===== src/hdl/farrb_pkg.sv =====
`default_nettype none

package farrb_pkg;

  localparam int ADDR_W      = 32;
  localparam int PORT_W      = 16;
  localparam int PROTO_W     = 8;
  localparam int PKT_W       = 5;
  localparam int SLOT_W      = 3;
  localparam int TOTAL_W     = 32;
  localparam int KEY_W       = 2 * ADDR_W + 2 * PORT_W + PROTO_W;
  localparam int SRV_CNT_W   = 3;
  localparam int CFG_IDX_W   = 3;
  localparam int CFG_DATA_W  = 32;
  localparam int ADDR_REGS   = 6;

  // register indexes on the config port
  localparam logic [CFG_IDX_W-1:0] REG_SERVER_COUNT     = 3'd0;
  localparam logic [CFG_IDX_W-1:0] REG_SERVER_ADDR_0    = 3'd1;
  localparam logic [CFG_IDX_W-1:0] REG_SERVER_ADDR_LAST = 3'd6;

  localparam logic [SRV_CNT_W-1:0] SERVER_COUNT_RST = 3'd6;
  localparam logic [ADDR_W-1:0] SERVER_ADDR_RST [ADDR_REGS] = '{
    32'd4321, 32'd5432, 32'd6543, 32'd7654, 32'd8765, 32'd9876
  };

  typedef struct packed {
    logic [ADDR_W-1:0]  src_addr;
    logic [ADDR_W-1:0]  dst_key;
    logic [PORT_W-1:0]  src_port;
    logic [PORT_W-1:0]  dst_port;
    logic [PROTO_W-1:0] protocol;
    logic [PKT_W-1:0]   rec_pkts;
  } in_req_t;

  typedef struct packed {
    logic [ADDR_W-1:0]  dst_addr;
    logic [SLOT_W-1:0]  server_slot;
    logic               new_flow;
    logic               table_full;
    logic [TOTAL_W-1:0] slot_packets;
  } out_rsp_t;

  typedef struct packed {
    logic start;    // latch request, restart table scan
    logic scan;     // read next table entry
    logic resolve;  // pick slot, insert on miss unless table full
    logic emit;     // update slot total, load result register
  } ctrl_cmd_t;

  typedef struct packed {
    logic hit;
    logic exhausted;
    logic out_free;
  } dp_status_t;

  typedef enum logic [2:0] {
    ST_IDLE   = 3'b001,
    ST_SEARCH = 3'b010,
    ST_UPDATE = 3'b100
  } state_t;

endpackage

`default_nettype wire


===== src/hdl/farrb_ctrl.sv =====
`default_nettype none

module farrb_ctrl (
  input  wire logic                  clk,
  input  wire logic                  rst_n,
  input  wire logic                  in_valid,
  output logic                       in_stall,
  input  wire farrb_pkg::dp_status_t status,
  output farrb_pkg::ctrl_cmd_t       cmd
);
  import farrb_pkg::*;

  state_t state_r;
  state_t state_nxt;

  always_comb begin
    state_nxt   = state_r;
    cmd         = '0;
    in_stall    = 1'b1;
    unique case (state_r)
      ST_IDLE: begin
        in_stall = 1'b0;
        if (in_valid) begin
          cmd.start = 1'b1;
          state_nxt = ST_SEARCH;
        end
      end
      ST_SEARCH: begin
        if (status.hit || status.exhausted) begin
          cmd.resolve = 1'b1;
          state_nxt   = ST_UPDATE;
        end else begin
          cmd.scan = 1'b1;
        end
      end
      ST_UPDATE: begin
        // hold here until the result register can take the request
        if (status.out_free) begin
          cmd.emit  = 1'b1;
          state_nxt = ST_IDLE;
        end
      end
      default: begin
        state_nxt = ST_IDLE;
      end
    endcase
  end

  always_ff @(posedge clk) begin
    if (!rst_n) begin
      state_r <= ST_IDLE;
    end else begin
      state_r <= state_nxt;
    end
  end

endmodule

`default_nettype wire


===== config.mk =====
export PLATFORM = sky130hd
export DESIGN_NAME = farrb_ctrl
export DESIGN_NICKNAME = d
export VERILOG_FILES = /design/src/hdl/farrb_pkg.sv /design/src/hdl/farrb_ctrl.sv
export SDC_FILE = /design/constraint.sdc
export NUM_CORES = 1
export LEC_CHECK = 0
export BUFFER_PORTS_ARGS = -buffer_cell sky130_fd_sc_hd__buf_2
export CAP_MARGIN = 20
export CORE_AREA = 5 5 42 44
export DETAILED_ROUTE_END_ITERATION = 6
export DIE_AREA = 0 0 47 49
export PLACE_DENSITY = 0.37
export SKIP_LAST_GASP = 1
export SLEW_MARGIN = 20
export SYNTH_ARGS = -nofsm -noshare
export SYNTH_HDL_FRONTEND = slang
export SYNTH_SLANG_ARGS = --single-unit

===== constraint.sdc =====
create_clock -name clk -period 1.6 [get_ports clk]
set_clock_uncertainty 0.2 [all_clocks]
set_input_delay 0.08 -clock clk [delete_from_list [all_inputs] [get_ports clk]]
set_output_delay 0.08 -clock clk [all_outputs]
set_load 0.05 [all_outputs]

* Word level (Yosys, flattened, before mapping)
Cells that the tools add are included.
** Word-level totals
- Flip-flop bits (word level) :: 3
- Output and inout bits :: 5
- Input port bits :: 6
** Cells by class
- Reduce and logical (&&, ||, !) cells :: 2
- Equal/unequal tests :: 6
- Mux-type cells :: 12
** Operator list (count)
- two-way mux 3 bit :: 3
- case mux 3 bit (3 select lines) :: 1
- two-way mux 1 bit :: 7
- inequality test 2 bit (second input constant) :: 3
- equality test 3 x 1 -> 1 bit (second input constant) :: 1
- equality test 3 x 2 -> 1 bit (second input constant) :: 1
- equality test 3 bit (second input constant) :: 1
- AND reduction 3 bit :: 1
- two-way mux 2 bit :: 1
- logical OR 1 bit :: 1

* Longest topological paths before layout
Gate-level depths: netlist of the first run.
- Word-level depth :: 3
- Mapped depth :: 3
- Gate-level depth less buffers :: 3

* Worst setup path after synthesis of the first run
No wires, ideal clock.
- Path type :: reg2out
- Start :: register state_r[1]
- End :: output port cmd[0] (netlist bit)
- Stages on the path, launching flop included :: 3
- Data arrival time :: 1.632 ns
- Path slack :: -0.312 ns
- Data required time :: 1.320 ns
- Path buffers :: 0
- Cell sequence :: dfxtp_1 > nand2b_1 > nor3b_1
** RTL lines
- start, declared :: line farrb_ctrl.sv:13 : state_t state_r;
- start signal, assigned :: line farrb_ctrl.sv:53 : state_r <= state_nxt;
- end, declared :: line farrb_ctrl.sv:9 : output farrb_pkg::ctrl_cmd_t cmd

==> summary.md, run 1 <==
| Metric | Value |
|---|---|
| Final slew viol count | 0 |
| Post-DP Area | 250 um^2 |
| Synth Instances | 18 |
| R2R depth | 4 |
| Final Cycle Share | 0.976 |
| Synth warn | 0 |
| # diodes | 0 |
| Max-slew headroom | 0.841 |
| Routed vias/inst | 3.98 |
| Layout area overhead | 98.5% |
| H-tree levels | 1 |
| Initial antenna violation count | 0 |
| Post-route ant nets | 0 |
| Seq/Total Area, Yosys | 0.364 |
| Status | completed |
| Hold Path Class | input pin to flop |
| CORE AREA | ~0.0014 mm^2 |
| PnR worst setup slack | 0.0380 ns |
| Worst Path Required | about 1.3 ns |
| Final Instance Area | around 330 um^2 |
| Startpoint of the worst hold path | in_valid |
| WHS Endpoint | state_r[0]$_SDFFE_PN1P_ |
| Syn nets | 24 |
| CTS Buf Count | 3 |
| Setup crit end kind | output port |
| First-pass detailed-route iteration total | 4 |
| Post-DR wirelength/cell | roughly 9.5 um |
| RR Startpoint | state_r[0]$_SDFFE_PN1P_ |
| Most frequent cells in the layout | buf_2, buf_4, clkbuf_4 |
| Maximum vdd drop | about 0.3 mV |
| Kind of start point of the critical path | flop |
| WL final | around 500 um |
| Leak | approximately 0.00015 uW |
| CTS tree | built |
| Register area | approximately 63 um^2 |
| Syn Area/Cell | 9.18 um^2 |
| CP max stage cell | or3b_4 |
| Number of DRC markers in iteration 0 | 2 |
| Worst EP arrival | 1.28 ns |
| Critical path type | flop to output port |
| Vias in the first global route | 211 |
| Max FFs per register | 3 |
| Grt ovf | 0 |
| Mapped Area | 165 um^2 |
| CTS Root Cell | clkbuf_4 |
| GPL Wtd Cong | approximately 0.7 |
| Slowest stage delay, CP | around 0.42 ns |
| Tmin final | 1.56 ns |
| Clock Tree Buf Depth | 2 |
| FILL cells | between 150 and 200 |
| Fmax | about 0.64 GHz |
| Max-cap violations | 0 |
| CP cell instances | or3b_4, nor3_4, buf_6 |
| Crit-path max FO | 3 |
| RSZ-0062 raised after global routing | yes |
| Sink Count | 3 |
| Layout cells sized above 1 | 0.595 |
| Reg2Reg Capture Point | state_r[1]$_SDFFE_PN0P_ |
| Tot GR Track Use | 0.0556 |
| # nets final | between 40 and 50 |
| Final Hold Vio Count | 0 |
| #FFs+latches synth | 3 |
| Die Span Y | 49 um |
| Final setup fails | 0 |
| Routed vias | about 210 |
| PwrDens | 862 mW/mm^2 |
| CTS clk-pin slew, worst paths | 0.04 ns |
| I/O pin cnt | 11 |
| Port buffer count | 10 |
| Largest net degree at the start of global routing | 6 |
| First-pass GRT wire length | approximately 860 um |
| Largest reg by FF count | state_r |
| DP Worst Slack | a little under 0.1 ns |
| DRC viols | 0 |
| Most common cell after layout, fill and taps aside | buf_2 |
| Worst hold slack | 0.0434 ns |
| Die X | 47 um |
| Unique cell type count in the Yosys netlist | 13 |
| Multi-input logic area | about 110 um^2 |
| Final TNS setup | 0 ns |
| R2R setup slack | approximately 0.22 ns |
| Top flop regs | state_r x3 |
| Worst-Skew Late Latency | roughly 0.23 ns |
| Total die area | about 0.0023 mm^2 |
| Worst slew pin tran | ~0.24 ns |
| Starting density of the core | 0.118 |
| Worst hold path cell count | 3 |
| Row count | 14 |
cells in the mapped netlist:
master	count	area, um^2
dfxtp_1	3	60.1
nor3_4	1	16.3
o21a_1	1	7.51
nor4bb_1	1	10.0
nor2_1	3	11.3
or2b_1	1	7.51
and3_1	1	6.26
nand2b_1	1	6.26
o21ai_0	2	10.0
or3b_4	1	11.3
o31ai_1	1	7.51
nor3b_1	1	7.51
nand2_1	1	3.75
routing by layer:
layer,global-route usage,vias up,part of all wire
met1,0.0680,96,0.46
met5,0,-,0
li1,-,104,-
met3,0.0332,0,0.15
met2,0.0611,11,0.40
met4,0.0553,0,0
area by class of cell:
cell class / instances / area share
repair buffers: 15 / 0.324
flip-flops and latches: 3 / 0.191
multi-input cells: 15 / 0.344
well taps: 16 / 0.0611
clock buffers: 4 / 0.0802
cells by family after synthesis:
| group | share of synthesized area |
|---|---|
| AO/OA/AOI/OAI | 0.152 |
| AND/OR/NAND/NOR | 0.485 |
| flip-flops | 0.364 |
stage by stage:
step	util	total power [uW]	cells
after CTS	0.229	290	53
after detailed placement	0.179	142	45
after floorplan	-	122	18
final	0.234	282	53
after global routing	0.234	299	53
after global placement	0.179	143	45
worst max-delay path by stage:
stage / start / endpoint / slack, ns
2_1_floorplan: state_r[0]$_SDFFE_PN1P_ / state_r[1]$_SDFFE_PN0P_ / -0.05
3_3_place_gp: state_r[2]$_SDFFE_PN0P_ / cmd[2] / 0.14
3_5_place_dp: state_r[1]$_SDFFE_PN0P_ / cmd[2] / 0.1
4_1_cts: state_r[0]$_SDFFE_PN1P_ / cmd[2] / -0.05
5_1_grt: state_r[0]$_SDFFE_PN1P_ / cmd[2] / -0.02
6_report: state_r[0]$_SDFFE_PN1P_ / cmd[2] / 0.04
where the power goes:
| group | internal [uW] | switching (uW) | total, uW |
|---|---|---|---|
| clock | 93.4 | 38.8 | 132 |
| combinational | 27.4 | 41.2 | 68.5 |
| sequential | 79.7 | 1.96 | 81.7 |
| total | 201 | 81.9 | 282 |
what timing repair did:
item,CTS,global route
setup buffers,2,0
hold buffers,2,0
pin swaps,2,1
endpoints found under the hold margin,3,0
gates resized for setup,4,5
endpoints found under the setup margin,2,4
critical path, delay by kind of cell, from the launching register on:
kind / cells / cell delay (ns)
AND/OR/NAND/NOR: 2 / 0.57
buffers and inverters: 1 / 0.18
flip-flops: 1 / 0.30
(Power assumes the default switching activity.)
==> run 2: changes to the inputs <==
- ABC_AREA: not set -> 1
- PLACE_DENSITY: 0.37 -> 0.38
- TNS_END_PERCENT: not set -> 50
- clock period: 1.6 -> 1.8 ns (I/O delays scaled with it)
==> run 2 against run 1 <==
Routed wire length decreased by 2.4%. Non-clock buffer count fell by 2. Critical path type unchanged. Clock power decreased by 8%. Setup slack gained 0.092 ns. Sequential share of layout area hardly changed. Core utilization shrank 0.98 points. Largest power group unchanged. Synthesized area up 9.8%. Critical path depth rose by 3. Via count is 6.2% higher. Flip-flop and latch count unchanged. Count of clock-buffer cells in the layout stayed put. Synthesized cell count up 61%. Highest routed layer is now met4.
==> summary.md, run 2 <==
| Metric | Value |
|---|---|
| Syn nets | 35 (+46%) |
| Simple logic cell fraction of the synthesized area | 0.386 (-0.0986) |
| CORE AREA | 0.00140 mm^2 (unchanged) |
| Starting density of the core | 0.129 (+0.0116) |
| # diodes | 0 (unchanged) |
| Most frequent cell after synthesis | inv_1 |
| RSZ-0062 raised after global routing | no |
| Status | completed |
| Initial antenna violation count | 0 (unchanged) |
| #FFs+latches synth | 3 (unchanged) |
| CTS clk-pin slew, worst paths | 0.04 ns (about the same) |
| Adder-cell share of the synthesized area | 0 (unchanged) |
| Worst slew pin tran | 0.250 ns (+0.0126 ns) |
| Final Hold Vio Count | 0 (unchanged) |
| Post-DR wirelength/cell | 7.94 um (-17%) |
| CTS Buf Count | 3 (unchanged) |
| Kind of start point of the critical path | flop |
| Final Cycle Share | 0.928 |
| PnR worst setup slack | 0.130 ns (+0.0917 ns) |
| Reg2Reg Capture Point | state_r[1]$_SDFFE_PN0P_ |
| Final setup fails | 0 (unchanged) |
| Top flop regs | state_r x3 |
| Unique cell type count in the Yosys netlist | 12 (-1) |
| Die X | 47 um (unchanged) |
| Setup crit end kind | output port |
| PwrDens | 881 mW/mm^2 (+2.2%) |
| Largest reg by FF count | state_r |
| Tot GR Track Use | 0.0534 (-0.00215) |
| Largest net degree at the start of global routing | 7 (+1) |
| Max-slew headroom | 0.835 (-0.00589) |
| Worst Path Required | 1.51 ns (+0.19 ns) |
| Seq/Total Area, Yosys | 0.331 (-0.0326) |
| CTS Root Cell | clkbuf_4 |
| Mux contribution to synthesized area | 0 (unchanged) |
| First-pass GRT wire length | 828 um (-3.2%) |
| Worst-Skew Late Latency | 0.24 ns (about the same) |
| Port buffer count | 10 (unchanged) |
| Die Span Y | 49 um (unchanged) |
| Clock Tree Buf Depth | 2 (unchanged) |
| Compound-Gate Fraction of Synth Area | 0.117 (-0.0343) |
| Startpoint of the worst hold path | status[0] |
| Largest area contributor in the netlist | dfxtp_1 |
| EDFF count, synth | 0 (unchanged) |
| Post-synth top area share | 0.331 (-0.0326) |
| Leak | 0.000181 uW (+23%) |
| Row count | 14 (unchanged) |
| Dpl hpwl | around 400 um |
| Synth Instances | 29 (+11) |
| Post-synth ARST share | 0 (unchanged) |
| Worst EP arrival | 1.38 ns (+0.10 ns) |
| Syn Area/Cell | 6.26 um^2 (-32%) |
| Final TNS setup | 0 ns (unchanged) |
| DP Worst Slack | 0.375 ns (+0.275 ns) |
| R2R setup slack | 0.20 ns (-0.02 ns) |
| Hold Path Class | input pin to flop |
| Final slew viol count | 0 (unchanged) |
| Fmax | ~0.6 GHz |
| RR Startpoint | state_r[1]$_SDFFE_PN0P_ |
| Critical path type | flop to output port |
| Max-cap violations | 0 (unchanged) |
| Synth warn | 0 (unchanged) |
| # nets final | 53 (+20%) |
| Layout cells sized above 1 | 0.370 (-0.225) |
| Top_reg_cell synth | dfxtp_1 |
| WL final | 492 um (-2.4%) |
| Synth top area cells | dfxtp_1, inv_1, nand3_1 |
| DRC viols | 0 (unchanged) |
| Layout area overhead | 73.1% |
| Total die area | 0.00230 mm^2 (unchanged) |
| Vias in the first global route | 214 (+1.4%) |
| H-tree levels | 1 (unchanged) |
| Post-layout util | 0.224 (-0.00982) |
| Largest family of logic cells by synthesized area | simple AND/OR/NAND/NOR gates |
| Grt ovf | 0 (unchanged) |
| Routed vias/inst | 3.61 (-9.2%) |
| FILL cells | 178 (+7.9%) |
| Routed vias | 224 (+6.2%) |
| Crit-path max FO | 4 (+1) |
| Post-route ant nets | 0 (unchanged) |
| Sink Count | 3 (unchanged) |
| CTS tree | built |
| First-pass detailed-route iteration total | 4 (unchanged) |
| R2R depth | 4 (unchanged) |
| I/O pin cnt | 11 (unchanged) |
| Xor/xnor share of the synthesized area | 0 (unchanged) |
| Most common cell after layout, fill and taps aside | buf_2 |
| GPL Wtd Cong | 0.659 (-6.0%) |
| Maximum vdd drop | 0.215 mV (-30%) |
| WHS Endpoint | state_r[2]$_SDFFE_PN0P_ |
| Most frequent cells in the layout | buf_2, inv_1, nand3_1 |
| Mapped Area | 181 um^2 (+9.8%) |
| Tmin final | about 1.7 ns |
| Max FFs per register | 3 (unchanged) |
| Number of DRC markers in iteration 0 | 2 (unchanged) |
| Worst hold path cell count | 4 (+1) |
| Post-synth top cells | inv_1, nand3_1, nand2_1 |
==> run 2: cell count changes in the layout (fill, tap and decap cells not counted), moves of 2 or more <==
| cell | delta |
|---|---|
| nand3_1 | +5 |
| nand2_1 | +3 |
| inv_1 | +7 |
| buf_4 | -5 |
| dfxtp_2 | -2 |
| o21ai_0 | -2 |
| dfxtp_1 | +2 |
| buf_2 | +4 |
==> run 2: report_power, final <==
part / switching, uW / internal (uW) / total [uW]
logic: 49.8 / 25.2 / 75.1
clock network: 37.9 / 83.3 / 121
registers: 7.96 / 72.4 / 80.3
==> run 2: cell type report <==
type	count	area, um^2	area share
repair buffers	13	80.1	0.255
flip-flops and latches	3	60.1	0.191
inverters	8	30.0	0.0956
multi-input cells	18	97.6	0.311
well taps	16	20.0	0.0637
clock buffers	4	26.3	0.0837
==> run 2: critical path: stages, from the launching register on <==
cell,delay (ns)
dfxtp_1,0.38
inv_2,0.05
nor2_2,0.09
nand2_1,0.08
or2_1,0.24
inv_1,0.06
buf_2,0.25
==> run 2: worst max-delay path by stage <==
stage	startpoint	to	slack [ns]
after detailed placement	state_r[1]$_SDFFE_PN0P_	cmd[1]	0.37
after CTS	state_r[1]$_SDFFE_PN0P_	cmd[1]	0.12
after floorplan	state_r[2]$_SDFFE_PN0P_	cmd[0]	0.19
final	state_r[1]$_SDFFE_PN0P_	cmd[1]	0.13
after global routing	state_r[1]$_SDFFE_PN0P_	cmd[1]	0.07
after global placement	state_r[1]$_SDFFE_PN0P_	cmd[1]	0.36
==> run 2: through the flow <==
step | instances | total power (uW) | instance area, um^2 | hold slack [ns]
after global placement | 55 | 152 | 258 | 0.163
after floorplan | 29 | 133 | 188 | 0.0302
final | 62 | 277 | 314 | 0.00794
after global routing | 62 | 295 | 314 | 0.0391
after CTS | 62 | 281 | 314 | 0.0162
after detailed placement | 55 | 152 | 258 | 0.164
==> run 2: what timing repair did <==
| item | 4_1_cts | 5_1_grt |
|---|---|---|
| hold buffers | 3 | 0 |
| endpoints found under the hold margin | 3 | 0 |
| setup endpoints to repair | 0 | 0 |
| setup buffers | 0 | 0 |
| resized for setup | 0 | 0 |
==> run 2: routing by layer <==
layer / vias up / wire length [um] / global-route usage / part of all wire
li1: 123 / - / - / -
met1: 92 / 199 / 0.0547 / 0.40
met2: 7 / 231 / 0.0679 / 0.47
met3: 2 / 51 / 0.0332 / 0.10
met4: 0 / 9 / 0.0553 / 0.018
met5: - / 0 / 0 / 0
==> run 2: logic make-up after synthesis <==
family	count (synthesis)
AND/OR/NAND/NOR	15
flip-flops	3
AO/OA/AOI/OAI	3
buffers and inverters	8
==> run 3: changes to the inputs <==
- MAX_ROUTING_LAYER: not set -> met4
==> run 3 against run 2 <==
Count of clock-buffer cells in the layout unchanged. Register-to-register slack about the same. Maximum frequency about the same. Non-clock buffer count unchanged. Largest power group unchanged. Flip-flop and latch count unchanged. Combinational power about the same. Via count down 0.45%. Routed wire length up 0.81%. Critical path depth unchanged. Final cell count unchanged. Largest cell class unchanged. Final area unchanged.
==> summary.md, run 3 (same netlist as run 2, synthesis figures left out) <==
| Metric | Value |
|---|---|
| Status | completed |
| R2R depth | 4 (unchanged) |
| Routed vias/inst | 3.60 (-0.45%) |
| Switching Fraction | 0.343 (-0.00294) |
| Number of DRC markers in iteration 0 | 2 (unchanged) |
| CTS tree | built |
| Die Span Y | 49 um (unchanged) |
| Worst Path Required | 1.51 ns (about the same) |
| RR Startpoint | state_r[1]$_SDFFE_PN0P_ |
| CTS Root Cell | clkbuf_4 |
| H-tree levels | 1 (unchanged) |
| PwrDens | 876 mW/mm^2 (-0.48%) |
| Met2 Wirelength | 236 um (+2.2%) |
| Clock Tree Buf Depth | 2 (unchanged) |
| Tot GR Track Use | 0.0548 (+0.00135) |
| Routed vias | 223 (-0.45%) |
| Row count | 14 (unchanged) |
| Post-CTS sizing | 0 (unchanged) |
| Reg2Reg Capture Point | state_r[1]$_SDFFE_PN0P_ |
| Worst EP arrival | 1.38 ns (about the same) |
| Final Hold Vio Count | 0 (unchanged) |
| GPL Wtd Cong | 0.665 (+0.93%) |
| Dpl hpwl | 406 um (unchanged) |
| Pint | 181 uW (about the same) |
| DP Worst Slack | 0.375 ns (unchanged) |
| Crit-path max FO | 4 (unchanged) |
| Most common cell after layout, fill and taps aside | buf_2 |
| I/O pin cnt | 11 (unchanged) |
| Top sig layer | met4 |
| Final slew viol count | 0 (unchanged) |
| RSZ-0062 raised after global routing | no |
| CTS Buf Count | 3 (unchanged) |
| FILL cells | 178 (unchanged) |
| Setup bufs post-CTS | 0 (unchanged) |
| Post-DR wirelength/cell | 8.00 um (+0.81%) |
| R2R setup slack | 0.20 ns (about the same) |
| Max-cap violations | 0 (unchanged) |
| Fmax | 0.599 GHz (about the same) |
| First-pass detailed-route iteration total | 4 (unchanged) |
| Wl on met1 | 208 um (+4.5%) |
| Post-CTS Hold Buffers | 3 (unchanged) |
| Leak | 0.000181 uW (unchanged) |
| First-pass GRT wire length | 828 um (unchanged) |
| P_sw | 94.4 uW (-1.3%) |
| Layout cells sized above 1 | 0.370 (unchanged) |
| WHS Endpoint | state_r[2]$_SDFFE_PN0P_ |
| Worst slew pin tran | 0.250 ns (unchanged) |
| Total die area | 0.00230 mm^2 (unchanged) |
| Final setup fails | 0 (unchanged) |
| CTS clk-pin slew, worst paths | 0.04 ns (about the same) |
| Kind of start point of the critical path | flop |
| Layout area overhead | 73.1% (unchanged) |
| Clock power frac | 0.435 (-0.003) |
| Initial antenna violation count | 0 (unchanged) |
| Die X | 47 um (unchanged) |
| Largest net degree at the start of global routing | 7 (unchanged) |
| # nets final | 53 (unchanged) |
| Post-layout util | 0.224 (unchanged) |
| Max-slew headroom | 0.835 (unchanged) |
| Vias in the first global route | 211 (-1.4%) |
| CORE AREA | 0.00140 mm^2 (unchanged) |
| Top flop regs | state_r x3 |
| DRC viols | 0 (unchanged) |
| Sink Count | 3 (unchanged) |
| Startpoint of the worst hold path | status[0] |
| Worst hold path cell count | 4 (unchanged) |
| Max FFs per register | 3 (unchanged) |
| PnR worst setup slack | 0.131 ns (+0.000894 ns) |
| Reg power frac | 0.292 (about the same) |
| Worst-Skew Late Latency | 0.23 ns (about the same) |
| Post-DP Area | 258 um^2 (unchanged) |
| Maximum vdd drop | 0.212 mV (-1.1%) |
| Tmin final | 1.67 ns (-0.000894 ns) |
| Most frequent cells in the layout | buf_2, inv_1, nand3_1 |
| Port buffer count | 10 (unchanged) |
| Final Cycle Share | 0.927 (about the same) |
| # diodes | 0 (unchanged) |
| Largest reg by FF count | state_r |
| Multi-input logic area | 97.6 um^2 (unchanged) |
| Setup crit end kind | output port |
| Hold Path Class | input pin to flop |
| WL final | 496 um (+0.81%) |
| Post-route ant nets | 0 (unchanged) |
| Final TNS setup | 0 ns (unchanged) |
| Critical path type | flop to output port |
| Grt ovf | 0 (unchanged) |
| Final Instance Area | 314 um^2 (unchanged) |
| Register area | 60.1 um^2 (unchanged) |
| Metal3 WL | 47 um (-7.8%) |
| Combinational Power Share | 0.273 (+0.002) |
| Starting density of the core | 0.129 (unchanged) |
run 3: cell counts in the layout (fill, tap and decap cells not counted):
Identical to the previous run, type by type.
run 3: final cells by class:
class                   count  area share
clock buffers               4      0.0837
multi-input cells          18       0.311
well taps                  16      0.0637
repair buffers             13       0.255
flip-flops and latches      3       0.191
inverters                   8      0.0956
run 3: metrics by stage:
step | hold WS [ns] | cells | power, uW
after global placement | 0.163 | 55 | 152
after detailed placement | 0.164 | 55 | 152
after floorplan | 0.0302 | 29 | 133
after CTS | 0.0162 | 62 | 281
after global routing | 0.0391 | 62 | 295
final | 0.00930 | 62 | 275
run 3: worst max-delay path by stage:
stage                       startpoint  endpoint  slack [ns]  cells past startpoint
2_1_floorplan  state_r[2]$_SDFFE_PN0P_    cmd[0]        0.19                      2
3_3_place_gp   state_r[1]$_SDFFE_PN0P_    cmd[1]        0.36                      6
3_5_place_dp   state_r[1]$_SDFFE_PN0P_    cmd[1]        0.37                      6
4_1_cts        state_r[1]$_SDFFE_PN0P_    cmd[1]        0.12                      6
5_1_grt        state_r[1]$_SDFFE_PN0P_    cmd[1]        0.07                      6
6_report       state_r[1]$_SDFFE_PN0P_    cmd[1]        0.13                      6
run 3: routing by layer:
layer	vias up	global-route usage
li1	123	-
met1	93	0.0547
met2	5	0.0679
met3	2	0.0332
met4	0	0.0553
met5	-	-
run 3: power by group through the flow:
stage               combinational [uW]  sequential, uW  clock (uW)
global placement                  70.3            81.7           0
finish                            75.0            80.3         120
floorplan                         53.1            80.1           0
global route                      81.9            80.8         132
CTS                               76.4            80.3         125
detailed placement                70.3            81.3           0
run 3: critical path, stage by stage, from the launching register on:
cell     delay [ns]
dfxtp_1        0.38
inv_2          0.05
nor2_2         0.09
nand2_1        0.08
or2_1          0.24
inv_1          0.06
buf_2          0.25
